$ cat config.mk
export PLATFORM = sky130hd
export DESIGN_NAME = bracketed_root_finder
export DESIGN_NICKNAME = d
export VERILOG_FILES = /design/src/rtl/core/brf_pkg.sv /design/src/rtl/core/brf_alu.sv /design/src/rtl/core/bracketed_root_finder.sv
export SDC_FILE = /design/constraint.sdc
export NUM_CORES = 2
export LEC_CHECK = 0
export ABC_CLOCK_PERIOD_IN_PS = 15400
export BUFFER_PORTS_ARGS = -buffer_cell sky130_fd_sc_hd__buf_2
export CAP_MARGIN = 20
export CELL_PAD_IN_SITES_DETAIL_PLACEMENT = 1
export CELL_PAD_IN_SITES_GLOBAL_PLACEMENT = 2
export CORE_MARGIN = 2
export CORE_UTILIZATION = 40
export DETAILED_ROUTE_END_ITERATION = 10
export GPL_ROUTABILITY_DRIVEN = 0
export PLACE_DENSITY = 0.78
export SETUP_SLACK_MARGIN = 0.02
export SLEW_MARGIN = 30
export SYNTH_ARGS = -nofsm -noshare
export SYNTH_HDL_FRONTEND = slang
export SYNTH_SLANG_ARGS = --single-unit
$ cat constraint.sdc
create_clock -name clock -period 15.4 [get_ports clock]
set_clock_uncertainty 0.05 [all_clocks]
set_input_delay 3.08 -clock clock [delete_from_list [all_inputs] [get_ports clock]]
set_output_delay 3.08 -clock clock [all_outputs]
set_load 0.005 [all_outputs]
$ cat src/rtl/core/brf_pkg.sv
`default_nettype none
package brf_pkg;

   localparam int VALUE_WIDTH_DEF = 32;
   localparam int FRAC_BITS_DEF   = 16;
   localparam int IO_WIDTH        = 32;
   localparam int ABS_TOL_WIDTH   = 31;
   localparam int REL_TOL_WIDTH   = 16;
   localparam int TOL_SHIFT       = 16;

   typedef enum logic [1:0] {
      KIND_EVAL = 2'd0,
      KIND_DONE = 2'd1,
      KIND_IDLE = 2'd2
   } brf_kind_type;

   typedef enum logic {
      CSR_ABS_TOL = 1'b0,
      CSR_REL_TOL = 1'b1
   } brf_csr_type;

   typedef enum logic [1:0] {
      OP_MUL    = 2'd0,
      OP_TOLMUL = 2'd1,
      OP_DIV    = 2'd2
   } brf_op_type;

   typedef enum logic [1:0] {
      AS_IDLE = 2'd0,
      AS_MUL  = 2'd1,
      AS_DIV  = 2'd2,
      AS_SAT  = 2'd3
   } brf_alu_state_type;

   typedef enum logic [4:0] {
      ST_IDLE, ST_WAIT_FIRST, ST_WAIT_SECOND, ST_WAIT_PROBE,
      ST_SWAP, ST_TOL_GO, ST_TOL_WAIT, ST_TEST,
      ST_P_GO, ST_P_WAIT, ST_FDB_GO, ST_FDB_WAIT, ST_FDA_GO, ST_FDA_WAIT,
      ST_PF_GO, ST_PF_WAIT, ST_T1_GO, ST_T1_WAIT, ST_T2_GO, ST_T2_WAIT,
      ST_SIGN, ST_QT_GO, ST_QT_WAIT, ST_MQ_GO, ST_MQ_WAIT,
      ST_DIV_GO, ST_DIV_WAIT, ST_UPDATE
   } brf_state_type;

endpackage
`default_nettype wire

$ cat src/rtl/core/brf_alu.sv
`default_nettype none
// Shared iterative unit: shift-add multiply and restoring divide on
// magnitudes, with a final saturating step back to a signed value.
module brf_alu #(
   parameter int VALUE_WIDTH = brf_pkg::VALUE_WIDTH_DEF,
   parameter int FRAC_BITS   = brf_pkg::FRAC_BITS_DEF
) (
   input  wire logic                          clock,
   input  wire logic                          reset,
   input  wire logic                          start,
   input  wire brf_pkg::brf_op_type           op,
   input  wire logic signed [VALUE_WIDTH-1:0] opa,
   input  wire logic signed [VALUE_WIDTH-1:0] opb,
   output logic                               done,
   output logic signed [VALUE_WIDTH-1:0]      result
);

   localparam int W  = VALUE_WIDTH;
   localparam int NW = VALUE_WIDTH + FRAC_BITS;
   localparam int SW = (2 * W > NW) ? 2 * W : NW;
   localparam int CW = $clog2(NW + 1);
   localparam logic [SW-1:0] POS_LIM = SW'({1'b0, {(W-1){1'b1}}});
   localparam logic [SW-1:0] NEG_LIM = SW'({1'b1, {(W-1){1'b0}}});

   function automatic logic [W-1:0] magf(input logic signed [W-1:0] x);
      return x[W-1] ? W'(-x) : W'(x);
   endfunction

   brf_pkg::brf_alu_state_type state_ff, state_in;
   logic [CW-1:0]   cnt_ff, cnt_in;
   logic [2*W:0]    prod_ff, prod_in;
   logic [W-1:0]    mcand_ff, mcand_in;
   logic [W:0]      rem_ff, rem_in;
   logic [NW-1:0]   num_ff, num_in;
   logic [W-1:0]    dvsr_ff, dvsr_in;
   logic            neg_ff, neg_in;
   logic            tol_ff, tol_in;
   logic            div_ff, div_in;
   logic            done_ff, done_in;
   logic signed [W-1:0] res_ff, res_in;

   logic [W-1:0]  ma, mb;
   logic [W:0]    sum, r2;
   logic [SW-1:0] uv, lim, msat;

   assign ma = (op == brf_pkg::OP_TOLMUL) ? W'(opa) : magf(opa);
   assign mb = magf(opb);

   // Next state
   always_comb begin
      state_in = state_ff;
      case (state_ff)
         brf_pkg::AS_IDLE: begin
            if (start) begin
               if (op != brf_pkg::OP_DIV) begin
                  state_in = brf_pkg::AS_MUL;
               end else if (opb == '0) begin
                  state_in = brf_pkg::AS_SAT;
               end else begin
                  state_in = brf_pkg::AS_DIV;
               end
            end
         end
         brf_pkg::AS_MUL, brf_pkg::AS_DIV: begin
            if (cnt_ff == CW'(1)) state_in = brf_pkg::AS_SAT;
         end
         brf_pkg::AS_SAT: state_in = brf_pkg::AS_IDLE;
         default: state_in = brf_pkg::AS_IDLE;
      endcase
   end

   // Step arithmetic
   assign sum = prod_ff[2*W:W] + (prod_ff[0] ? {1'b0, mcand_ff} : '0);
   assign r2  = {rem_ff[W-1:0], num_ff[NW-1]};

   always_comb begin
      if (div_ff) begin
         uv = SW'(num_ff);
      end else if (tol_ff) begin
         uv = SW'(prod_ff[2*W-1:0] >> brf_pkg::TOL_SHIFT);
      end else begin
         uv = SW'(prod_ff[2*W-1:0] >> FRAC_BITS);
      end
      lim  = neg_ff ? NEG_LIM : POS_LIM;
      msat = (uv > lim) ? lim : uv;
   end

   // Datapath
   always_comb begin
      cnt_in   = cnt_ff;
      prod_in  = prod_ff;
      mcand_in = mcand_ff;
      rem_in   = rem_ff;
      num_in   = num_ff;
      dvsr_in  = dvsr_ff;
      neg_in   = neg_ff;
      tol_in   = tol_ff;
      div_in   = div_ff;
      res_in   = res_ff;
      done_in  = 1'b0;
      case (state_ff)
         brf_pkg::AS_IDLE: begin
            if (start) begin
               tol_in   = (op == brf_pkg::OP_TOLMUL);
               div_in   = (op == brf_pkg::OP_DIV);
               neg_in   = (op == brf_pkg::OP_TOLMUL) ? 1'b0 : (opa[W-1] ^ opb[W-1]);
               prod_in  = {(W+1)'(0), mb};
               mcand_in = ma;
               rem_in   = '0;
               dvsr_in  = mb;
               if (op == brf_pkg::OP_DIV) begin
                  cnt_in = CW'(NW);
                  if (opb == '0) begin
                     num_in = (opa == '0) ? '0 : '1;
                  end else begin
                     num_in = NW'(ma) << FRAC_BITS;
                  end
               end else begin
                  cnt_in = CW'(W);
               end
            end
         end
         brf_pkg::AS_MUL: begin
            prod_in = {1'b0, sum, prod_ff[W-1:1]};
            cnt_in  = cnt_ff - CW'(1);
         end
         brf_pkg::AS_DIV: begin
            if (r2 >= {1'b0, dvsr_ff}) begin
               rem_in = r2 - {1'b0, dvsr_ff};
               num_in = {num_ff[NW-2:0], 1'b1};
            end else begin
               rem_in = r2;
               num_in = {num_ff[NW-2:0], 1'b0};
            end
            cnt_in = cnt_ff - CW'(1);
         end
         brf_pkg::AS_SAT: begin
            res_in  = neg_ff ? -signed'(msat[W-1:0]) : signed'(msat[W-1:0]);
            done_in = 1'b1;
         end
         default: ;
      endcase
   end

   always_ff @(posedge clock) begin
      if (reset) begin
         state_ff <= brf_pkg::AS_IDLE;
         done_ff  <= 1'b0;
      end else begin
         state_ff <= state_in;
         done_ff  <= done_in;
      end
      cnt_ff   <= cnt_in;
      prod_ff  <= prod_in;
      mcand_ff <= mcand_in;
      rem_ff   <= rem_in;
      num_ff   <= num_in;
      dvsr_ff  <= dvsr_in;
      neg_ff   <= neg_in;
      tol_ff   <= tol_in;
      div_ff   <= div_in;
      res_ff   <= res_in;
   end

   assign done   = done_ff;
   assign result = res_ff;

endmodule
`default_nettype wire

$ cat src/rtl/core/bracketed_root_finder.sv
// Start items, the first reply and replies while idle give their result in the next cycle.
// A probe reply passes through a swap step, then multiplies and divides on one shared unit
// for a secant, inverse-quadratic or bisection step at Q16.16; one item is in work at a time.
// Synchronous active-high reset returns to idle with tolerances abs_tol=1, rel_tol=0.
`default_nettype none
module bracketed_root_finder #(
   parameter int VALUE_WIDTH = brf_pkg::VALUE_WIDTH_DEF,
   parameter int FRAC_BITS   = brf_pkg::FRAC_BITS_DEF
) (
   input  wire logic                              clock,
   input  wire logic                              reset,
   input  wire logic                              req_valid,
   output logic                                   req_ready,
   input  wire logic                              req_mode,
   input  wire logic signed [brf_pkg::IO_WIDTH-1:0] req_first_end,
   input  wire logic signed [brf_pkg::IO_WIDTH-1:0] req_second_end,
   input  wire logic signed [brf_pkg::IO_WIDTH-1:0] req_fvalue,
   output logic                                   rsp_valid,
   input  wire logic                              rsp_ready,
   output logic [1:0]                             rsp_kind,
   output logic signed [brf_pkg::IO_WIDTH-1:0]    rsp_point,
   output logic signed [brf_pkg::IO_WIDTH-1:0]    rsp_other_end,
   output logic                                   rsp_bracketed,
   input  wire logic                              csr_wr_en,
   input  wire logic                              csr_index,
   input  wire logic [brf_pkg::ABS_TOL_WIDTH-1:0] csr_wdata
);

   localparam int W  = VALUE_WIDTH;
   localparam int IW = brf_pkg::IO_WIDTH;
   localparam int XW = (W > IW) ? W : IW;
   localparam logic signed [W-1:0] VMAX = {1'b0, {(W-1){1'b1}}};
   localparam logic signed [W-1:0] VMIN = {1'b1, {(W-1){1'b0}}};

   function automatic logic signed [W-1:0] addsat(input logic signed [W-1:0] x,
                                                  input logic signed [W-1:0] y);
      logic [W:0] s;
      s = {x[W-1], x} + {y[W-1], y};
      if (s[W] != s[W-1]) return s[W] ? VMIN : VMAX;
      return signed'(s[W-1:0]);
   endfunction

   function automatic logic signed [W-1:0] subsat(input logic signed [W-1:0] x,
                                                  input logic signed [W-1:0] y);
      logic [W:0] s;
      s = {x[W-1], x} - {y[W-1], y};
      if (s[W] != s[W-1]) return s[W] ? VMIN : VMAX;
      return signed'(s[W-1:0]);
   endfunction

   function automatic logic signed [W-1:0] negsat(input logic signed [W-1:0] x);
      return (x == VMIN) ? VMAX : -x;
   endfunction

   function automatic logic [W-1:0] magf(input logic signed [W-1:0] x);
      return x[W-1] ? W'(-x) : W'(x);
   endfunction

   function automatic logic signed [W-1:0] sat_in(input logic signed [IW-1:0] v);
      logic signed [XW-1:0] e;
      e = XW'(v);
      if (e > XW'(VMAX)) return VMAX;
      if (e < XW'(VMIN)) return VMIN;
      return e[W-1:0];
   endfunction

   function automatic logic signed [IW-1:0] to_out(input logic signed [W-1:0] x);
      logic signed [XW-1:0] e;
      e = XW'(x);
      return e[IW-1:0];
   endfunction

   brf_pkg::brf_state_type state_ff, state_in;

   logic [brf_pkg::ABS_TOL_WIDTH-1:0] abs_ff, abs_in;
   logic [brf_pkg::REL_TOL_WIDTH-1:0] rel_ff, rel_in;

   logic signed [W-1:0] pa_ff, pa_in, va_ff, va_in, pb_ff, pb_in, vb_ff, vb_in;
   logic signed [W-1:0] pc_ff, pc_in, vc_ff, vc_in, pd_ff, pd_in, vd_ff, vd_in;
   logic signed [W-1:0] tol_ff, tol_in, mb_ff, mb_in, p_ff, p_in, q_ff, q_in;
   logic signed [W-1:0] fdb_ff, fdb_in, fda_ff, fda_in, t_ff, t_in, w_ff, w_in;
   logic [1:0]          ic_ff, ic_in;
   logic                lwb_ff, lwb_in;

   logic                rsp_valid_ff, rsp_valid_in;
   logic [1:0]          rsp_kind_ff, rsp_kind_in;
   logic signed [IW-1:0] rsp_point_ff, rsp_point_in, rsp_other_ff, rsp_other_in;
   logic                rsp_br_ff, rsp_br_in;

   logic                alu_start, alu_done;
   brf_pkg::brf_op_type alu_op;
   logic signed [W-1:0] alu_a, alu_b, alu_res;

   logic                waiting, acc, far;
   logic signed [W-1:0] fv, abs_clamp, mid;
   logic [W:0]          msum;
   logic [XW-1:0]       abs_ext;

   assign waiting = (state_ff inside {brf_pkg::ST_IDLE, brf_pkg::ST_WAIT_FIRST,
                                      brf_pkg::ST_WAIT_SECOND, brf_pkg::ST_WAIT_PROBE});
   assign acc = req_valid && req_ready;
   assign fv  = sat_in(req_fvalue);
   assign far = magf(mb_ff) > $unsigned(tol_ff);

   // Absolute tolerance clamped to the value range
   assign abs_ext   = XW'(abs_ff);
   assign abs_clamp = (abs_ext > $unsigned(XW'(VMAX))) ? VMAX : signed'(abs_ext[W-1:0]);

   // Floor of (c+b)/2 without overflow
   assign msum = (W+1)'(pc_ff >>> 1) + (W+1)'(pb_ff >>> 1) + (W+1)'(pc_ff[0] & pb_ff[0]);
   assign mid  = signed'(msum[W-1:0]);

   brf_alu #(
      .VALUE_WIDTH (VALUE_WIDTH),
      .FRAC_BITS   (FRAC_BITS)
   ) u_alu (
      .clock  (clock),
      .reset  (reset),
      .start  (alu_start),
      .op     (alu_op),
      .opa    (alu_a),
      .opb    (alu_b),
      .done   (alu_done),
      .result (alu_res)
   );

   // Next state
   always_comb begin
      state_in = state_ff;
      case (state_ff)
         brf_pkg::ST_IDLE, brf_pkg::ST_WAIT_FIRST,
         brf_pkg::ST_WAIT_SECOND, brf_pkg::ST_WAIT_PROBE: begin
            if (acc) begin
               if (!req_mode) begin
                  state_in = brf_pkg::ST_WAIT_FIRST;
               end else if (state_ff == brf_pkg::ST_WAIT_FIRST) begin
                  state_in = brf_pkg::ST_WAIT_SECOND;
               end else if (state_ff != brf_pkg::ST_IDLE) begin
                  state_in = brf_pkg::ST_SWAP;
               end
            end
         end
         brf_pkg::ST_SWAP:   state_in = brf_pkg::ST_TOL_GO;
         brf_pkg::ST_TOL_GO: state_in = brf_pkg::ST_TOL_WAIT;
         brf_pkg::ST_TOL_WAIT: if (alu_done) state_in = brf_pkg::ST_TEST;
         brf_pkg::ST_TEST: begin
            if (!far) begin
               state_in = brf_pkg::ST_IDLE;
            end else if (ic_ff > 2'd2) begin
               state_in = brf_pkg::ST_UPDATE;
            end else begin
               state_in = brf_pkg::ST_P_GO;
            end
         end
         brf_pkg::ST_P_GO: state_in = brf_pkg::ST_P_WAIT;
         brf_pkg::ST_P_WAIT: begin
            if (alu_done) begin
               state_in = (ic_ff <= 2'd1) ? brf_pkg::ST_SIGN : brf_pkg::ST_FDB_GO;
            end
         end
         brf_pkg::ST_FDB_GO:   state_in = brf_pkg::ST_FDB_WAIT;
         brf_pkg::ST_FDB_WAIT: if (alu_done) state_in = brf_pkg::ST_FDA_GO;
         brf_pkg::ST_FDA_GO:   state_in = brf_pkg::ST_FDA_WAIT;
         brf_pkg::ST_FDA_WAIT: if (alu_done) state_in = brf_pkg::ST_PF_GO;
         brf_pkg::ST_PF_GO:    state_in = brf_pkg::ST_PF_WAIT;
         brf_pkg::ST_PF_WAIT:  if (alu_done) state_in = brf_pkg::ST_T1_GO;
         brf_pkg::ST_T1_GO:    state_in = brf_pkg::ST_T1_WAIT;
         brf_pkg::ST_T1_WAIT:  if (alu_done) state_in = brf_pkg::ST_T2_GO;
         brf_pkg::ST_T2_GO:    state_in = brf_pkg::ST_T2_WAIT;
         brf_pkg::ST_T2_WAIT:  if (alu_done) state_in = brf_pkg::ST_SIGN;
         brf_pkg::ST_SIGN:     state_in = brf_pkg::ST_QT_GO;
         brf_pkg::ST_QT_GO:    state_in = brf_pkg::ST_QT_WAIT;
         brf_pkg::ST_QT_WAIT: begin
            if (alu_done) begin
               if (p_ff == '0 || p_ff <= alu_res) begin
                  state_in = brf_pkg::ST_UPDATE;
               end else begin
                  state_in = brf_pkg::ST_MQ_GO;
               end
            end
         end
         brf_pkg::ST_MQ_GO: state_in = brf_pkg::ST_MQ_WAIT;
         brf_pkg::ST_MQ_WAIT: begin
            if (alu_done) begin
               state_in = (p_ff < alu_res) ? brf_pkg::ST_DIV_GO : brf_pkg::ST_UPDATE;
            end
         end
         brf_pkg::ST_DIV_GO:   state_in = brf_pkg::ST_DIV_WAIT;
         brf_pkg::ST_DIV_WAIT: if (alu_done) state_in = brf_pkg::ST_UPDATE;
         brf_pkg::ST_UPDATE:   state_in = brf_pkg::ST_WAIT_PROBE;
         default:              state_in = brf_pkg::ST_IDLE;
      endcase
   end

   // Outputs: handshake and shared unit operands
   always_comb begin
      req_ready = waiting && (!rsp_valid_ff || rsp_ready);
      alu_start = 1'b0;
      alu_op    = brf_pkg::OP_MUL;
      alu_a     = p_ff;
      alu_b     = q_ff;
      case (state_ff)
         brf_pkg::ST_TOL_GO: begin
            alu_start = 1'b1;
            alu_op    = brf_pkg::OP_TOLMUL;
            alu_a     = signed'(W'(rel_ff));
            alu_b     = pb_ff;
         end
         brf_pkg::ST_P_GO: begin
            alu_start = 1'b1;
            alu_a     = subsat(pb_ff, pa_ff);
            alu_b     = vb_ff;
         end
         brf_pkg::ST_FDB_GO: begin
            alu_start = 1'b1;
            alu_op    = brf_pkg::OP_DIV;
            alu_a     = subsat(vd_ff, vb_ff);
            alu_b     = subsat(pd_ff, pb_ff);
         end
         brf_pkg::ST_FDA_GO: begin
            alu_start = 1'b1;
            alu_op    = brf_pkg::OP_DIV;
            alu_a     = subsat(vd_ff, va_ff);
            alu_b     = subsat(pd_ff, pa_ff);
         end
         brf_pkg::ST_PF_GO: begin
            alu_start = 1'b1;
            alu_a     = p_ff;
            alu_b     = fda_ff;
         end
         brf_pkg::ST_T1_GO: begin
            alu_start = 1'b1;
            alu_a     = fdb_ff;
            alu_b     = va_ff;
         end
         brf_pkg::ST_T2_GO: begin
            alu_start = 1'b1;
            alu_a     = fda_ff;
            alu_b     = vb_ff;
         end
         brf_pkg::ST_QT_GO: begin
            alu_start = 1'b1;
            alu_a     = q_ff;
            alu_b     = tol_ff;
         end
         brf_pkg::ST_MQ_GO: begin
            alu_start = 1'b1;
            alu_a     = mb_ff;
            alu_b     = q_ff;
         end
         brf_pkg::ST_DIV_GO: begin
            alu_start = 1'b1;
            alu_op    = brf_pkg::OP_DIV;
         end
         default: ;
      endcase
   end

   // Datapath registers
   always_comb begin
      abs_in = abs_ff;  rel_in = rel_ff;
      pa_in = pa_ff;  va_in = va_ff;  pb_in = pb_ff;  vb_in = vb_ff;
      pc_in = pc_ff;  vc_in = vc_ff;  pd_in = pd_ff;  vd_in = vd_ff;
      tol_in = tol_ff;  mb_in = mb_ff;  p_in = p_ff;  q_in = q_ff;
      fdb_in = fdb_ff;  fda_in = fda_ff;  t_in = t_ff;  w_in = w_ff;
      ic_in = ic_ff;  lwb_in = lwb_ff;
      rsp_valid_in = rsp_valid_ff;
      rsp_kind_in  = rsp_kind_ff;
      rsp_point_in = rsp_point_ff;
      rsp_other_in = rsp_other_ff;
      rsp_br_in    = rsp_br_ff;

      // Configuration writes
      if (csr_wr_en) begin
         case (csr_index)
            brf_pkg::CSR_ABS_TOL: abs_in = csr_wdata;
            brf_pkg::CSR_REL_TOL: rel_in = csr_wdata[brf_pkg::REL_TOL_WIDTH-1:0];
            default: ;
         endcase
      end

      // Drop the result once taken
      if (rsp_valid_ff && rsp_ready) rsp_valid_in = 1'b0;

      case (state_ff)
         brf_pkg::ST_IDLE, brf_pkg::ST_WAIT_FIRST,
         brf_pkg::ST_WAIT_SECOND, brf_pkg::ST_WAIT_PROBE: begin
            if (acc) begin
               if (!req_mode) begin
                  pb_in  = sat_in(req_first_end);
                  pa_in  = sat_in(req_second_end);
                  ic_in  = 2'd0;
                  lwb_in = 1'b0;
                  rsp_valid_in = 1'b1;
                  rsp_kind_in  = brf_pkg::KIND_EVAL;
                  rsp_point_in = to_out(sat_in(req_first_end));
                  rsp_other_in = '0;
                  rsp_br_in    = 1'b0;
               end else begin
                  case (state_ff)
                     brf_pkg::ST_IDLE: begin
                        rsp_valid_in = 1'b1;
                        rsp_kind_in  = brf_pkg::KIND_IDLE;
                        rsp_point_in = '0;
                        rsp_other_in = '0;
                        rsp_br_in    = 1'b0;
                     end
                     brf_pkg::ST_WAIT_FIRST: begin
                        vb_in = fv;
                        rsp_valid_in = 1'b1;
                        rsp_kind_in  = brf_pkg::KIND_EVAL;
                        rsp_point_in = to_out(pa_ff);
                        rsp_other_in = '0;
                        rsp_br_in    = 1'b0;
                     end
                     brf_pkg::ST_WAIT_SECOND: begin
                        va_in = fv;
                        pc_in = pa_ff;
                        vc_in = fv;
                        ic_in = 2'd0;
                     end
                     default: begin
                        vb_in = fv;
                        if (!vc_ff[W-1] ? !fv[W-1] : (fv[W-1] || fv == '0)) begin
                           pc_in = pa_ff;
                           vc_in = va_ff;
                           ic_in = 2'd0;
                        end else if (lwb_ff) begin
                           ic_in = 2'd0;
                        end else if (ic_ff < 2'd3) begin
                           ic_in = ic_ff + 2'd1;
                        end
                     end
                  endcase
               end
            end
         end
         // Keep the smaller |f| in b
         brf_pkg::ST_SWAP: begin
            if (magf(vc_ff) < magf(vb_ff)) begin
               if (pc_ff != pa_ff) begin
                  pd_in = pa_ff;
                  vd_in = va_ff;
               end
               pa_in = pb_ff;  va_in = vb_ff;
               pb_in = pc_ff;  vb_in = vc_ff;
               pc_in = pb_ff;  vc_in = vb_ff;
            end
         end
         brf_pkg::ST_TOL_WAIT: begin
            if (alu_done) begin
               tol_in = addsat(abs_clamp, alu_res);
               mb_in  = subsat(mid, pb_ff);
            end
         end
         // Stop test, else pick the step kind
         brf_pkg::ST_TEST: begin
            if (!far) begin
               rsp_valid_in = 1'b1;
               rsp_kind_in  = brf_pkg::KIND_DONE;
               rsp_point_in = to_out(pb_ff);
               rsp_other_in = to_out(pc_ff);
               rsp_br_in    = !vc_ff[W-1] ? (vb_ff[W-1] || vb_ff == '0) : !vb_ff[W-1];
            end else if (ic_ff > 2'd2) begin
               w_in = mb_ff;
            end else if (mb_ff == '0) begin
               tol_in = '0;
            end else if (mb_ff[W-1]) begin
               tol_in = -tol_ff;
            end
         end
         brf_pkg::ST_P_WAIT: begin
            if (alu_done) begin
               p_in = alu_res;
               if (ic_ff <= 2'd1) q_in = subsat(va_ff, vb_ff);
            end
         end
         brf_pkg::ST_FDB_WAIT: if (alu_done) fdb_in = alu_res;
         brf_pkg::ST_FDA_WAIT: if (alu_done) fda_in = alu_res;
         brf_pkg::ST_PF_WAIT:  if (alu_done) p_in = alu_res;
         brf_pkg::ST_T1_WAIT:  if (alu_done) t_in = alu_res;
         brf_pkg::ST_T2_WAIT:  if (alu_done) q_in = subsat(t_ff, alu_res);
         brf_pkg::ST_SIGN: begin
            if (p_ff[W-1]) begin
               p_in = negsat(p_ff);
               q_in = negsat(q_ff);
            end
         end
         brf_pkg::ST_QT_WAIT: begin
            if (alu_done && (p_ff == '0 || p_ff <= alu_res)) w_in = tol_ff;
         end
         brf_pkg::ST_MQ_WAIT: begin
            if (alu_done && !(p_ff < alu_res)) w_in = mb_ff;
         end
         brf_pkg::ST_DIV_WAIT: if (alu_done) w_in = alu_res;
         // Advance the bracket and ask for the next probe
         brf_pkg::ST_UPDATE: begin
            lwb_in = (w_ff == mb_ff);
            pd_in  = pa_ff;
            vd_in  = va_ff;
            pa_in  = pb_ff;
            va_in  = vb_ff;
            pb_in  = addsat(pb_ff, w_ff);
            rsp_valid_in = 1'b1;
            rsp_kind_in  = brf_pkg::KIND_EVAL;
            rsp_point_in = to_out(addsat(pb_ff, w_ff));
            rsp_other_in = '0;
            rsp_br_in    = 1'b0;
         end
         default: ;
      endcase
   end

   always_ff @(posedge clock) begin
      if (reset) begin
         state_ff     <= brf_pkg::ST_IDLE;
         abs_ff       <= brf_pkg::ABS_TOL_WIDTH'(1);
         rel_ff       <= '0;
         pa_ff        <= '0;
         va_ff        <= '0;
         pb_ff        <= '0;
         vb_ff        <= '0;
         pc_ff        <= '0;
         vc_ff        <= '0;
         ic_ff        <= 2'd0;
         lwb_ff       <= 1'b0;
         rsp_valid_ff <= 1'b0;
      end else begin
         state_ff     <= state_in;
         abs_ff       <= abs_in;
         rel_ff       <= rel_in;
         pa_ff        <= pa_in;
         va_ff        <= va_in;
         pb_ff        <= pb_in;
         vb_ff        <= vb_in;
         pc_ff        <= pc_in;
         vc_ff        <= vc_in;
         ic_ff        <= ic_in;
         lwb_ff       <= lwb_in;
         rsp_valid_ff <= rsp_valid_in;
      end
      pd_ff        <= pd_in;
      vd_ff        <= vd_in;
      tol_ff       <= tol_in;
      mb_ff        <= mb_in;
      p_ff         <= p_in;
      q_ff         <= q_in;
      fdb_ff       <= fdb_in;
      fda_ff       <= fda_in;
      t_ff         <= t_in;
      w_ff         <= w_in;
      rsp_kind_ff  <= rsp_kind_in;
      rsp_point_ff <= rsp_point_in;
      rsp_other_ff <= rsp_other_in;
      rsp_br_ff    <= rsp_br_in;
   end

   assign rsp_valid     = rsp_valid_ff;
   assign rsp_kind      = rsp_kind_ff;
   assign rsp_point     = rsp_point_ff;
   assign rsp_other_end = rsp_other_ff;
   assign rsp_bracketed = rsp_br_ff;

endmodule
`default_nettype wire

; Word-level counts from Yosys, hierarchy flattened
; Cells that the tools add are included.
[word_totals]
word_cells = 472
regBits = 887
[op_classes]
reduce_logical = 70
n_bitwise = 3
n_lt_le_gt_ge = 16
add_sub_neg = 25
muxes = 235
eq_ne = 85
[op_table]
columns = operator, count
row1 = 32-bit two-way mux, 102
row2 = 32-bit case mux with 2 select lines, 11
row3 = 32-bit case mux with 3 select lines, 6
row4 = 32-bit negator, 9
row5 = 32-bit by 32-bit subtractor with 33-bit output, 8
row6 = 32-bit case mux with 8 select lines, 1
row7 = 48-bit two-way mux, 5
row8 = 32-bit case mux with 7 select lines, 1
row9 = 32-bit zero test, 6
row10 = 65-bit case mux with 2 select lines, 1
row11 = 32-bit case mux with 4 select lines, 1
row12 = 5-bit case mux with 25 select lines, 1
row13 = 32-bit > comparator (second input constant), 3
row14 = 32-bit less-than comparator (second input constant), 3
row15 = 48-bit case mux with 2 select lines, 1
row16 = 5-bit two-way mux, 18
row17 = 32-bit by 32-bit adder with 33-bit output, 2
row18 = 65-bit two-way mux, 1
row19 = 32-bit == test (second input constant), 2
row20 = 32-bit less-than comparator, 2
row21 = 1-bit two-way mux, 63
row22 = 5-bit == test (second input constant), 12
row23 = 48-bit by 32-bit > comparator with 1-bit output, 1
row24 = 5-bit by 4-bit == test with 1-bit output (second input constant), 8
row25 = other kinds (58), 166

; Longest topological paths before layout
[depth]
word_depth = 15
depth_mapped = 32
depth_no_buf = 30

; Hierarchy
; From an unflattened synthesis, not the netlist that was laid out.
[unflattened]
cells_unflattened = 8091
hier_area_um2 = 70637.7
[by_module_without_submodules]
columns = mod, cells_each, seq_area_each_um2, n_inst, area_each_um2
row1 = bracketed_root_finder, 6474, 16585.9, 1, 53877.9
row2 = brf_alu, 1617, 7507.2, 1, 16759.8

; Worst setup path after synthesis
; OpenSTA, ideal clock, no wires.
[synth_timing]
path_type = flip-flop to flip-flop
startpoint = register mb_ff[6]
endpoint = register w_ff[0] (enable)
setup_slack_ns = 5.976
n_path_buf = 1
arrival_ns = 8.780
required_time_ns = 14.756
stages_incl_launch_ff = 17
period_less_slack_ns = 9.424
cell_sequence = edfxtp_1 > clkbuf_1 > or4_1 > or3_1 > or4_1 > nor2_1 > nand2_1 > or4_1 > nand2_1 > xnor2_1 > ha_1 > nand4_1 > nor4_1 > a211oi_1 > a31oi_1 > nor2_1 > a2111oi_0
[synth_between]
elab_chain_len = 5
[synth_lines]
columns = item, line
row1 = "start, declared", bracketed_root_finder.sv:80  ; logic signed [W-1:0] tol_ff, tol_in, mb_ff, mb_in, p_ff, p_in, q_ff, q_in;
row2 = "start signal, assigned", bracketed_root_finder.sv:445  ; mb_ff <= mb_in;
row3 = 32-bit negator, bracketed_root_finder.sv:56  ; return x[W-1] ? W'(-x) : W'(x);
row4 = 32-bit two-way mux (*), bracketed_root_finder.sv:56
row5 = 32-bit > comparator (*), bracketed_root_finder.sv:103  ; assign far = magf(mb_ff) > $unsigned(tol_ff);
row6 = 2-bit inequality test (no line) (*), -
row7 = 6-bit AND reduction (no line) (*), -
row8 = "end signal, assigned", bracketed_root_finder.sv:451  ; w_ff <= w_in;
row9 = "end, declared", bracketed_root_finder.sv:81  ; logic signed [W-1:0] fdb_ff, fdb_in, fda_ff, fda_in, t_ff, t_in, w_ff, w_in;
; Every way passes the cells marked *; elsewhere a longest branch is shown, timed or not.
; A chain may end at the register's enable or synchronous reset.

; Worst setup path in the final report
[layout_timing]
startpoint = register pb_ff[1]
endpoint = register u_alu.num_ff[32] (data pin)
[layout_between]
elab_chain_len = 13
[layout_lines]
columns = item, line
row1 = "start, declared", bracketed_root_finder.sv:78  ; logic signed [W-1:0] pa_ff, pa_in, va_ff, va_in, pb_ff, pb_in, vb_ff, vb_in;
row2 = "start signal, assigned", bracketed_root_finder.sv:434  ; pb_ff <= pb_in;
row3 = 32-bit by 32-bit subtractor with 33-bit output, bracketed_root_finder.sv:46  ; s = {x[W-1], x} - {y[W-1], y};
row4 = 1-bit inequality test, bracketed_root_finder.sv:47  ; if (s[W] != s[W-1]) return s[W] ? VMIN : VMAX;
row5 = 1-bit two-way mux, bracketed_root_finder.sv:47
row6 = 1-bit two-way mux, bracketed_root_finder.sv:202  ; case (state_ff)
row7 = 32-bit two-way mux, bracketed_root_finder.sv:48  ; return signed'(s[W-1:0]);
row8 = 32-bit case mux with 8 select lines, bracketed_root_finder.sv:202
row9 = 32-bit negator, brf_alu.sv:26  ; return x[W-1] ? W'(-x) : W'(x);
row10 = 32-bit two-way mux, brf_alu.sv:26
row11 = 32-bit two-way mux, brf_alu.sv:46  ; assign ma = (op == brf_pkg::OP_TOLMUL) ? W'(opa) : magf(opa);
row12 = 48-bit two-way mux (*), brf_alu.sv:113  ; if (opb == '0) begin
row13 = 48-bit two-way mux (*), brf_alu.sv:111  ; if (op == brf_pkg::OP_DIV) begin
row14 = 48-bit two-way mux (*), brf_alu.sv:103  ; if (start) begin
row15 = 48-bit case mux with 2 select lines (*), brf_alu.sv:101  ; case (state_ff)
row16 = via u_alu.num_in[32], brf_alu.sv:34  ; logic [NW-1:0] num_ff, num_in;
row17 = "end signal, assigned", brf_alu.sv:157  ; num_ff <= num_in;
row18 = "end, declared", brf_alu.sv:34
; The timed path passes the listed nets; every way through them passes the cells marked *. The select of a mux whose other input is x is not followed.

==> results.toml <==
[clocking]
clk_pin_slew_ns = 0.06
clockBufferDepth = 3
cts_root_buf = "clkbuf_16"
htreeDepth = 3
cts.sinks = 886
clk_latency_ns = 0.81
postCtsSetupBuffers = 0
cts_buffers = 110
post_cts_resized = 0
cts_hold_buf = 0
cts_tree = "done"

[timing]
period_needed_ns = 8.93
timing.hold.ws_ns = 0.413
rsz0062_at_grt = "no"
tightestPinTransition_ns = 1.18
max_freq_ghz = 0.112
tns_ns = 0
setup_viol = 0
hold_violations = 0
period_share = 0.580
drv_slew = 0
slew_headroom = 0.210

[floorplanning]
die_area_um2 = 180000
start_util = 0.402
core_area_um2 = 176000
die_y_um = 424
fp-row-count = 154
die_w_um = 424
io_pins = 203

[synth]
synth_cell_types = 93
synth_fp_nets = 8902
ys_top_cells_by_area = "edfxtp_1 (27%), ha_1 (9.9%), dfxtp_1 (7.1%), nand2_1 (5.4%), xnor2_1 (5.3%)"
ys_seq_area_frac = 0.341
synthCells = 8195
ys_ff_latch = 886
async_flop_share = 0
yosysTopAreaCellShare = 0.270
syn_area_um2 = 70600
synth_edf_count = 635
synth_ff_type = "edfxtp_1"
postSynthAreaPerCell_um2 = 8.62
synth_area_leader_cell = "edfxtp_1"
yosysWarningCount = 0

[cells_and_area]
seqCellArea_um2 = 24100
final_util = 0.447
final_cell_mix = "nand2_1 (1010), edfxtp_1 (635), nor2_1 (621), ha_1 (557), a21oi_1 (531)"
final_nets = 8952
reg_top3 = "u_alu.prod_ff x64, u_alu.num_ff x48"
layout-drive-gt1-share = 0.0886
fin_cells = 10700
multiInputGateArea_um2 = 44000
fillers = 20600
stdcell_area_um2 = 78600
largest_reg_flops = 64
syn_to_final_growth_pct = 11.3
final_common_cell = "nand2_1"
regMostFlops = "u_alu.prod_ff"

[global_route]
overflow = 0
first_global_vias = 68100
grt_max_degree = 130
grtUsageTotal = 0.380
grt_pass1_wl_mm = 499
antenna_found_initial = 51

[setup_path]
worstSetupPathType = "reg2reg"
critical_path.top_delay_family = "simple AND/OR/NAND/NOR gates"
worstPathRequired_ns = 15.87
cp-end-kind = "register"
crit_chain = "inv_1 -> fa_1 -> a211oi_1 -> o211ai_1 -> a22oi_1 -> o2bb2ai_1 -> o21a_1 -> nor4_1 -> or3_1 -> o21a_1 -> o32ai_1 -> ha_1 -> o221ai_2 -> or4_4 -> or4_1 -> or2_1 -> nor3_4 -> buf_4 -> nand4_1 -> o21ai_1 -> o21ai_1"
path_buf_inv = 2
cp-start-kind = "register"
slowest_delay_ns = 0.87
cpMaxStageDelayCell = "or4_1"
critPathArrivalTime_ns = 9.39
crit_fanout = 25

[min_path]
hold_path.class = "reg2reg"

[place]
dp.cells = 10500
dp_hpwl_mm = 274
postPlaceCellArea_um2 = 74600
port_buffers = 202

[detailed_routing]
vias_per_cell = 6.52
drt-total-wl_mm = 352
ant_nets = 0
dr.pass1.iters = 8
drt_first_iter_violations = 8742
drc = 0
routedWlPerCell_um = 32.8
vias = 69800

[run_status]
status = "finished clean"

[job]
cap_violations = 0

[pwr]
peakVddDrop_v = 0.000164
p_leak_uw = 0.0305
p_per_area_nw_per_um2 = 276
[stage by stage]
| stage | setup WS, ns | power [µW] |
|---|---|---|
| after floorplan | 5.98 | 12800 |
| after global placement | 7.03 | 17900 |
| after detailed placement | 6.80 | 18200 |
| after CTS | 6.77 | 21100 |
| after global routing | 6.10 | 22600 |
| final | 6.47 | 21700 |
[worst register-to-register path, cell delays in order (launching register included)]
cell and delay (ns):
dfxtp_1 0.59, inv_1 0.26, fa_1 0.53, a211oi_1 0.46, o211ai_1 0.25, a22oi_1 0.34
o2bb2ai_1 0.31, o21a_1 0.39, nor4_1 0.17, or3_1 0.61, o21a_1 0.27, o32ai_1 0.44
ha_1 0.28, o221ai_2 0.12, or4_4 0.59, or4_1 0.87, or2_1 0.40, nor3_4 0.18
buf_4 0.32, nand4_1 0.77, o21ai_1 0.34, o21ai_1 0.11
[layer usage]
layer | vias to the layer above | part of all wire | GRT usage
met5 | - | 0.00038 | 0
met4 | 20 | 0.083 | 0.260
met3 | 879 | 0.098 | 0.0970
met2 | 3399 | 0.41 | 0.552
met1 | 35000 | 0.41 | 0.493
li1 | 30500 | - | -
[worst paths after layout]
| check | from | slack (ns) | to | depth (start not counted) |
|---|---|---|---|---|
| min reg2reg | abs_ff[18] | 0.41 | abs_ff[18] | 2 |
| min | abs_ff[18] | 0.41 | abs_ff[18] | 2 |
| max | pb_ff[1] | 6.47 | u_alu.num_ff[32] | 21 |
| max reg2reg | pb_ff[1] | 6.47 | u_alu.num_ff[32] | 21 |
[synth_stat cells (41+ instances only)]
library cell and number:
a211oi_1 79, a21o_1 172, a21oi_1 534, a22oi_1 192
a311oi_1 162, a31oi_1 72, and2_1 78, and3_1 96
clkbuf_1 384, dfxtp_1 251, edfxtp_1 635, ha_1 559
inv_1 371, mux2_2 56, mux2i_1 120, nand2_1 1015
nand2b_1 104, nand3_1 147, nand4_1 98, nor2_1 643
nor2b_1 116, nor3_1 156, nor4_1 75, o2111ai_1 45
o211ai_1 97, o21a_1 71, o21ai_0 466, o21ai_1 43
o21bai_1 41, o31ai_1 67, or3_1 56, xnor2_1 431
xor2_1 195
[report_power, final]
part	internal, µW	switching [µW]
Combinational	4690	9760
Clock	1610	1210
Sequential	3680	728
Total	9970	11700
[final cells by class]
type	instances	share of cell area
diodes	30	0.000955
clock buffers	155	0.0406
clock inverters	54	0.00791
inverters	375	0.0179
multi-input cells	6505	0.560
flip-flops and latches	886	0.307
well taps	2340	0.0373
repair buffers	367	0.0290
[cell families after synthesis]
logic type / Yosys count / share of synthesized area
xor+xnor: 626 / 0.0776
mux: 176 / 0.0259
compound gates: 2400 / 0.228
fa+ha+maj: 583 / 0.104
flops: 886 / 0.341
buf+inv: 804 / 0.0429
simple gates: 2720 / 0.180
(Power assumes the default switching activity.)
